===== config.mk =====
export PLATFORM = sky130hd
export DESIGN_NAME = pfde_ctrl
export DESIGN_NICKNAME = d
export VERILOG_FILES = /design/src/rtl/page_framebuffer_draw_engine_defines.svh /design/src/rtl/pfde_pkg.sv /design/src/rtl/pfde_ctrl.sv
export SDC_FILE = /design/constraint.sdc
export NUM_CORES = 1
export LEC_CHECK = 0
export BUFFER_PORTS_ARGS = -buffer_cell sky130_fd_sc_hd__buf_4
export CAP_MARGIN = 20
export CORE_UTILIZATION = 30
export CTS_CLUSTER_SIZE = 16
export DETAILED_ROUTE_END_ITERATION = 6
export REMOVE_ABC_BUFFERS = 1
export SLEW_MARGIN = 10
export SYNTH_ARGS = -nofsm -noshare
export SYNTH_HDL_FRONTEND = slang
export SYNTH_SLANG_ARGS = --single-unit

===== constraint.sdc =====
create_clock -name clk -period 2.1 [get_ports clk]
set_clock_uncertainty 0.05 [all_clocks]
set_input_delay 0.21 -clock clk [delete_from_list [all_inputs] [get_ports clk]]
set_output_delay 0.21 -clock clk [all_outputs]
set_load 0.05 [all_outputs]

===== src/rtl/page_framebuffer_draw_engine_defines.svh =====
// Assertion macros for the frame store draw engine.
`ifndef PAGE_FRAMEBUFFER_DRAW_ENGINE_DEFINES_SVH
`define PAGE_FRAMEBUFFER_DRAW_ENGINE_DEFINES_SVH
`ifndef SYNTHESIS
`define PFDE_ASSERT_IMP(lbl, clk_s, rstn_s, ante, cons, msg) \
	lbl: assert property (@(posedge clk_s) disable iff (!rstn_s) (ante) |-> (cons)) \
		else $error(msg);
`define PFDE_ASSERT_NXT(lbl, clk_s, rstn_s, ante, cons, msg) \
	lbl: assert property (@(posedge clk_s) disable iff (!rstn_s) (ante) |=> (cons)) \
		else $error(msg);
`else
`define PFDE_ASSERT_IMP(lbl, clk_s, rstn_s, ante, cons, msg)
`define PFDE_ASSERT_NXT(lbl, clk_s, rstn_s, ante, cons, msg)
`endif
`endif


===== src/rtl/pfde_pkg.sv =====
`timescale 1ns / 1ps
package pfde_pkg;

	localparam int SCREEN_WIDTH  = 132;
	localparam int SCREEN_HEIGHT = 64;
	localparam int PAGE_ROWS     = 8;
	localparam int PAGE_COUNT    = (SCREEN_HEIGHT + PAGE_ROWS - 1) / PAGE_ROWS;
	localparam int STORE_BYTES   = SCREEN_WIDTH * PAGE_COUNT;
	localparam int ADDR_W        = $clog2(STORE_BYTES);

	// coordinate width: covers corner + span and centre +/- radius
	localparam int CW    = 14;
	// line numerator, its magnitude, and the major span
	localparam int NUM_W = 26;
	localparam int MAG_W = 25;
	localparam int DVS_W = 12;

	typedef enum logic [2:0] {
		REQ_PIXEL   = 3'd0,
		REQ_OUTLINE = 3'd1,
		REQ_FILL    = 3'd2,
		REQ_LINE    = 3'd3,
		REQ_DISC    = 3'd4,
		REQ_READ    = 3'd5
	} req_t;

	typedef enum logic [3:0] {
		OP_IDLE,
		OP_CLEAR,
		OP_LOAD,
		OP_BOX,
		OP_LINE_A,
		OP_LINE_B,
		OP_LINE_C,
		OP_LINE_D,
		OP_CALC,
		OP_READ,
		OP_WRITE,
		OP_RDBYTE,
		OP_RESULT
	} dp_op_t;

	typedef struct packed {
		dp_op_t op;
		logic   div_start;
	} dp_cmd_t;

	typedef struct packed {
		logic clr_last;
		logic box_empty;
		logic last_px;
		logic is_line;
		logic div_done;
		logic out_free;
	} dp_stat_t;

endpackage


===== src/rtl/pfde_ctrl.sv =====
`timescale 1ns / 1ps
module pfde_ctrl import pfde_pkg::*; (
	input  logic       clk,
	input  logic       arst_n,
	input  logic       in_valid,
	input  logic [2:0] req_type,
	input  dp_stat_t   stat,
	output logic       in_stall,
	output dp_cmd_t    cmd
);

	typedef enum logic [3:0] {
		S_CLEAR,
		S_IDLE,
		S_BOX,
		S_LINE_A,
		S_LINE_B,
		S_LINE_C,
		S_LINE_D,
		S_CHECK,
		S_CALC,
		S_DIV_WAIT,
		S_READ,
		S_WRITE,
		S_RDBYTE,
		S_DONE
	} state_t;

	state_t state_q;

	always_ff @(posedge clk or negedge arst_n) begin
		if (!arst_n) begin
			state_q <= S_CLEAR;
		end else begin
			unique case (state_q)
				S_CLEAR: begin
					if (stat.clr_last) state_q <= S_IDLE;
				end
				S_IDLE: begin
					if (in_valid) begin
						unique case (req_type) inside
							REQ_PIXEL, REQ_OUTLINE, REQ_FILL, REQ_DISC: state_q <= S_BOX;
							REQ_LINE: state_q <= S_LINE_A;
							REQ_READ: state_q <= S_RDBYTE;
							default:  state_q <= S_DONE;
						endcase
					end
				end
				S_BOX:    state_q <= S_CHECK;
				S_LINE_A: state_q <= S_LINE_B;
				S_LINE_B: state_q <= S_LINE_C;
				S_LINE_C: state_q <= S_LINE_D;
				S_LINE_D: state_q <= S_CHECK;
				S_CHECK:  state_q <= stat.box_empty ? S_DONE : S_CALC;
				S_CALC:   state_q <= stat.is_line ? S_DIV_WAIT : S_READ;
				S_DIV_WAIT: begin
					if (stat.div_done) state_q <= S_READ;
				end
				S_READ:   state_q <= S_WRITE;
				S_WRITE:  state_q <= stat.last_px ? S_DONE : S_CALC;
				S_RDBYTE: state_q <= S_DONE;
				S_DONE: begin
					if (stat.out_free) state_q <= S_IDLE;
				end
				default:  state_q <= S_IDLE;
			endcase
		end
	end

	always_comb begin
		cmd.div_start = (state_q == S_CALC) && stat.is_line;
		unique case (state_q)
			S_CLEAR:  cmd.op = OP_CLEAR;
			S_IDLE:   cmd.op = in_valid ? OP_LOAD : OP_IDLE;
			S_BOX:    cmd.op = OP_BOX;
			S_LINE_A: cmd.op = OP_LINE_A;
			S_LINE_B: cmd.op = OP_LINE_B;
			S_LINE_C: cmd.op = OP_LINE_C;
			S_LINE_D: cmd.op = OP_LINE_D;
			S_CALC:   cmd.op = OP_CALC;
			S_READ:   cmd.op = OP_READ;
			S_WRITE:  cmd.op = OP_WRITE;
			S_RDBYTE: cmd.op = OP_RDBYTE;
			S_DONE:   cmd.op = stat.out_free ? OP_RESULT : OP_IDLE;
			default:  cmd.op = OP_IDLE;
		endcase
	end

	assign in_stall = (state_q != S_IDLE);

endmodule


==> impl_metrics.py, run 1 <==
metrics = {
    "synth": {
        "async_flop_share_pct": 100.0,
        "synthDistinctLibCells": 29,
        "yosysSeqAreaShare_pct": 20.46,
        "synth_seq_cells": 4,
        "synthTopCellsByArea": "dfrtp_1 20%, a21oi_1 8.2%, nand2_1 7.7%",
        "avgSynthCellArea_um2": 7.090,
        "netlist_instances": 69,
        "synth.top_cell.area_share_pct": 20.46,
        "ys_warn_count": 0,
        "synth-edff-count": 0,
        "synth-main-ff-cell": "dfrtp_1",
        "yosysTopAreaCell": "dfrtp_1",
        "syn_area_um2": 489.2,
    },
    "clock_tree": {
        "cts_max_level": 1,
        "path_clk_slew_ns": 0.04,
        "clock-sinks": 4,
        "insertion_delay_ns": 0.25,
        "clock-root-buffer": "clkbuf_4",
        "cts_tree": "yes",
        "numCtsBuffers": 3,
        "clk_path_buf_depth": 2,
    },
    "timing": {
        "rsz0062_at_grt": "false",
        "post-route-min-period_ns": 1.918,
        "fin_crit_sh_pct": 91.33,
        "tightest_slew_ns": 0.5201,
        "setup_viol": 0,
        "tns_ns": 0,
        "hold_viol": 0,
        "timing.slew.headroom_pct": 65.33,
        "report.final.slew_viol_count": 0,
        "max_freq_mhz": 521.4,
    },
    "finish": {
        "final_cell_mix": "17 x buf_4, 10 x nand2_1, 8 x a21oi_1",
        "regMostFlops": "state_q",
        "top_regs": "state_q x4",
        "n_antenna_cell": 0,
        "areaGrowthSynthToFinish_pct": 28.39,
        "final_common_cell": "buf_4",
        "nets": 98,
        "fin_util_pct": 41.69,
        "drive_gt1_share_pct": 30.95,
        "largest_register_ffs": 4,
    },
    "power_and_ir_drop": {
        "power_mw": 1.138,
        "vdd_ir_drop_max_mv": 0.7739,
        "power_leakage_nw": 0.2718,
        "p_per_area_nw_per_um2": 1812,
    },
    "global_route": {
        "grt_usage_pct": 15.33,
        "grt_pass1_vias": 480,
        "antenna_found_initial": 0,
        "grt_pass1_wl_mm": 2.083,
        "grt-ovfl-total": 0,
        "grt_max_degree": 19,
    },
    "worst_setup_path": {
        "path_max_fanout": 18,
        "crit_required_ns": 1.84,
        "r2r_start": "state_q[0]",
        "r2r_end": "state_q[1]",
        "path_class": "flop to output port",
        "worstSetupStartpointType": "flop",
        "r2r_slack_ns": 0.41,
        "worstRegToRegCells": 4,
        "cp_data_arrival_time_ns": 1.66,
        "end_kind": "output port",
    },
    "placement": {
        "place_congestion": 0.8003,
        "port_buffers": 17,
        "dp_hpwl_um": 845.6,
    },
    "floorplanning": {
        "die_w_um": 42.38,
        "start_util_pct": 32.48,
        "rows": 14,
        "die-area_um2": 1796,
        "core_area_um2": 1506,
        "pin_count": 18,
        "fp.dieH_um": 42.38,
    },
    "detailed_routing": {
        "detail_route.wl_per_cell_um": 12.08,
        "dr_total_vias": 557,
        "drc": 0,
        "drt-initial-drc-count": 13,
        "drt_first_pass_iters": 6,
        "ant_nets": 0,
        "vias_per_cell": 5.570,
        "drt_wl_total_mm": 1.208,
    },
    "hold_path": {
        "hold-path-endpoint": "state_q[2]",
        "hp-class": "primary input to flop",
        "worstHoldStart": "stat[0]",
        "hold_path_depth": 2,
    },
    "run": {
        "cap_violations": 0,
    },
    "status": {
        "run_status": "finished clean",
    },
}
## cells in the mapped netlist, types with 2 or more instances
master,n
a21oi_1,8
dfrtp_1,4
nand2_1,10
o21ai_0,6
buf_2,4
a21o_1,2
o22ai_1,2
inv_1,3
nand3b_1,2
nor2_1,6
nor3_1,3
buf_6,2
## critical path: stages, from the launching register on
cell,delay (ns)
dfrtp_1,0.66
nand2_1,0.21
nor2_1,0.13
a211oi_1,0.06
a21oi_1,0.14
buf_4,0.21
## power by group
group	internal, mW	leakage (nW)	switching [mW]	total (mW)
combinational	0.313	0.210	0.457	0.770
clock	0.0642	0.0138	0.0361	0.100
sequential	0.116	0.0480	0.152	0.268
## per-layer routing
metal / track usage, % / up-vias / share of wire [%]
met4: 7.500 / 0 / 1.7
met5: 0 / - / 0
met3: 3.017 / 2 / 5.3
met2: 21.85 / 21 / 42
met1: 21.87 / 249 / 51
li1: - / 285 / -
## worst max-delay path by stage
stage,startpoint,to,cells past startpoint
after detailed placement,state_q[3],cmd[2],5
final,state_q[2],cmd[2],5
after CTS,state_q[3],cmd[2],5
after global placement,state_q[0],state_q[1],4
after floorplan,state_q[3],cmd[2],4
after global routing,state_q[2],cmd[2],5
## through the flow
stage | instances | worst slack, ns | cell area [µm²] | hold WS [ns]
final | 100 | 0.1822 | 628.1 | 0.09647
after detailed placement | 96 | 0.4114 | 594.3 | -0.04324
after floorplan | 63 | 0.1539 | 446.7 | -0.1356
after global placement | 96 | 0.4022 | 594.3 | -0.04314
after global routing | 100 | 0.004957 | 628.1 | 0.1089
after CTS | 100 | 0.1477 | 626.9 | 0.09258
## what timing repair did
item                                    4_1_cts  5_1_grt
endpoints found under the setup margin        0        1
setup buffers                                 0        0
resized for setup                             0        1
hold buffers                                  1        0
hold endpoints to repair                      4        0
## final cells by class
type,count,area [µm²]
clock buffer,3,22.52
fill,158,878.3
inverter,3,11.26
multi-input combinational,56,335.3
sequential,4,101.3
tap,16,20.02
timing repair buffer,18,137.6
## kinds of logic (layout without fill, tap and decap cells)
kind of cell | count (synthesis) | in the layout | synth area share, %
AOI/OAI and AO/OA | 27 | 27 | 37.85
and+or+nand+nor | 29 | 29 | 30.69
buffers and inverters | 9 | 24 | 11.00
DFF | 4 | 4 | 20.46
No activity file was read; power rests on OpenSTA's default activity.
==> inputs of run 2 (changes only) <==
--- a/config.mk
+++ b/config.mk
@@ -5,6 +5,7 @@
 export SDC_FILE = /design/constraint.sdc
 export NUM_CORES = 1
 export LEC_CHECK = 0
+export ABC_AREA = 0
 export BUFFER_PORTS_ARGS = -buffer_cell sky130_fd_sc_hd__buf_4
 export CAP_MARGIN = 20
 export CORE_UTILIZATION = 30
==> constraint.sdc (replaced) <==
create_clock -name clk -period 1.8 [get_ports clk]
set_clock_uncertainty 0.05 [all_clocks]
set_input_delay 0.18 -clock clk [delete_from_list [all_inputs] [get_ports clk]]
set_output_delay 0.18 -clock clk [all_outputs]
set_load 0.05 [all_outputs]
==> run 2 against run 1 <==
Global-route usage is 1.8 points lower; worst setup slack worse by 0.071 ns; routed wire length is 3.3% higher; critical path depth is 1 higher; register-to-register slack worse by 0.18 ns; die area stayed put; worst hold slack worse by 0.015 ns; first-iteration DRC count is 15% higher; power is 22% higher; critical path type unchanged.
==> impl_metrics.py, run 2 (synthesis gave the netlist of run 1 again) <==
metrics = {
    "detailed_routing": {
        "detail_route.wl_per_cell_um": 11.89,
        "drt_wl_total_mm": 1.248,
        "drt_first_pass_iters": 4,
        "drc": 0,
        "vias_per_cell": 5.495,
        "drt-initial-drc-count": 15,
        "dr_total_vias": 577,
        "ant_nets": 0,
    },
    "finish": {
        "fin_util_pct": 44.35,
        "largest_register_ffs": 4,
        "drive_gt1_share_pct": 37.08,
        "final_common_cell": "buf_4",
        "final_cell_mix": "22 x buf_4, 10 x nand2_1, 8 x a21oi_1",
        "top_regs": "state_q x4",
        "areaGrowthSynthToFinish_pct": 36.57,
        "regMostFlops": "state_q",
        "final_area_um2": 668.1,
        "n_antenna_cell": 0,
        "fin_cells": 105,
        "nets": 103,
    },
    "timing": {
        "post-route-min-period_ns": 1.689,
        "max_freq_mhz": 592.2,
        "tns_ns": 0,
        "hold_viol": 0,
        "report.final.slew_viol_count": 0,
        "rsz0062_at_grt": "false",
        "timing.slew.headroom_pct": 76.48,
        "fin_worst_hold_slack_ns": 0.08153,
        "fin_crit_sh_pct": 93.82,
        "tightest_slew_ns": 0.3527,
        "setup_viol": 0,
    },
    "placement": {
        "place_congestion": 0.8053,
        "port_buffers": 17,
        "dp_hpwl_um": 868.8,
        "dpl.cell_count": 97,
        "place_area_um2": 601.8,
    },
    "power_and_ir_drop": {
        "swShare_pct": 54.34,
        "switchingPower_uw": 753.5,
        "power_frac_clock_pct": 7.7,
        "power_leakage_nw": 0.2948,
        "seqPwrFrac_pct": 20.9,
        "p_per_area_nw_per_um2": 2075,
        "vdd_ir_drop_max_mv": 1.135,
        "intPower_uw": 633.2,
        "p_comb_share_pct": 71.4,
    },
    "floorplanning": {
        "rows": 14,
        "fp.dieH_um": 42.38,
        "start_util_pct": 32.48,
        "die_w_um": 42.38,
        "core_area_um2": 1506,
        "pin_count": 18,
        "die-area_um2": 1796,
    },
    "clock_tree": {
        "clock-root-buffer": "clkbuf_4",
        "clk_path_buf_depth": 2,
        "numCtsBuffers": 3,
        "clock-sinks": 4,
        "path_clk_slew_ns": 0.04,
        "insertion_delay_ns": 0.23,
        "cts_tree": "yes",
        "cts_max_level": 1,
    },
    "worst_setup_path": {
        "crit_required_ns": 1.57,
        "end_kind": "output port",
        "worstPathCellList": "buf_4, nor2_1, nand2_1, o21ai_0, a32o_1, buf_4",
        "path_max_fanout": 10,
        "max_stage_delay_ns": 0.46,
        "cp_data_arrival_time_ns": 1.46,
        "path_class": "flop to output port",
        "worstSetupStartpointType": "flop",
        "slowest_stage": "dfrtp_2",
        "crit_path_frequent_cell": "buf_4",
    },
    "global_route": {
        "grt_usage_pct": 13.55,
        "grt-ovfl-total": 0,
        "grt_pass1_vias": 457,
        "antenna_found_initial": 0,
        "grt_pass1_wl_mm": 1.918,
        "grt_max_degree": 19,
    },
    "status": {
        "run_status": "finished clean",
    },
    "hold_path": {
        "hp-class": "primary input to flop",
    },
    "run": {
        "cap_violations": 0,
    },
}
-- run 2: layer usage --
layer	routed length [µm]	track usage, %	part of all wire, %
met5	0	0	0
met4	0	3.750	0
met3	50	2.586	4.0
met2	554	19.08	44
met1	643	20.80	52
-- run 2: worst paths after layout --
path / depth (start not counted) / to / slack, ns / start
max in group asynchronous: 2 / state_q[1] / 1.35 / arst_n
min reg2reg: 2 / state_q[2] / 0.67 / state_q[2]
max reg2reg: 4 / state_q[1] / 0.23 / state_q[0]
max: 6 / cmd[3] / 0.11 / state_q[3]
min: 2 / state_q[2] / 0.08 / stat[0]
min in group asynchronous: 2 / state_q[0] / 0.23 / arst_n
-- run 2: worst max-delay path, delay by kind of cell, from the launching register on --
family | cells | cell delay (ns)
AOI/OAI and AO/OA | 2 | 0.22
and+or+nand+nor | 2 | 0.19
DFF | 1 | 0.46
buffers and inverters | 2 | 0.36
-- run 2: metrics by stage --
step / setup slack (ns) / power (mW)
3_5_place_dp: 0.1150 / 1.221
4_1_cts: 0.03933 / 1.340
2_1_floorplan: -0.1161 / 0.9590
3_3_place_gp: 0.1222 / 1.223
6_report: 0.1113 / 1.387
5_1_grt: 0.01169 / 1.499
-- run 2: area by class of cell --
type                    instances  area [µm²]
fillers                       160       838.3
flip-flops and latches          4       103.9
multi-input cells              56       335.3
well taps                      16       20.02
clock buffers                   3       22.52
repair buffers                 23       175.2
inverters                       3       11.26
-- run 2: power groups by stage --
stage          clock network [mW]  logic [mW]  registers [mW]
6_report                    0.106       0.990           0.290
5_1_grt                     0.115        1.08           0.307
4_1_cts                     0.112       0.928           0.300
3_5_place_dp                    0       0.923           0.298
3_3_place_gp                    0       0.926           0.296
2_1_floorplan                   0       0.696           0.263
-- run 2: timing repair --
item	in CTS	in global routing
gates cloned	0	0
setup buffers	0	4
gates resized for setup	2	1
pin swaps	0	0
setup endpoints to repair	4	4
hold buffers	1	0
endpoints found under the hold margin	4	0
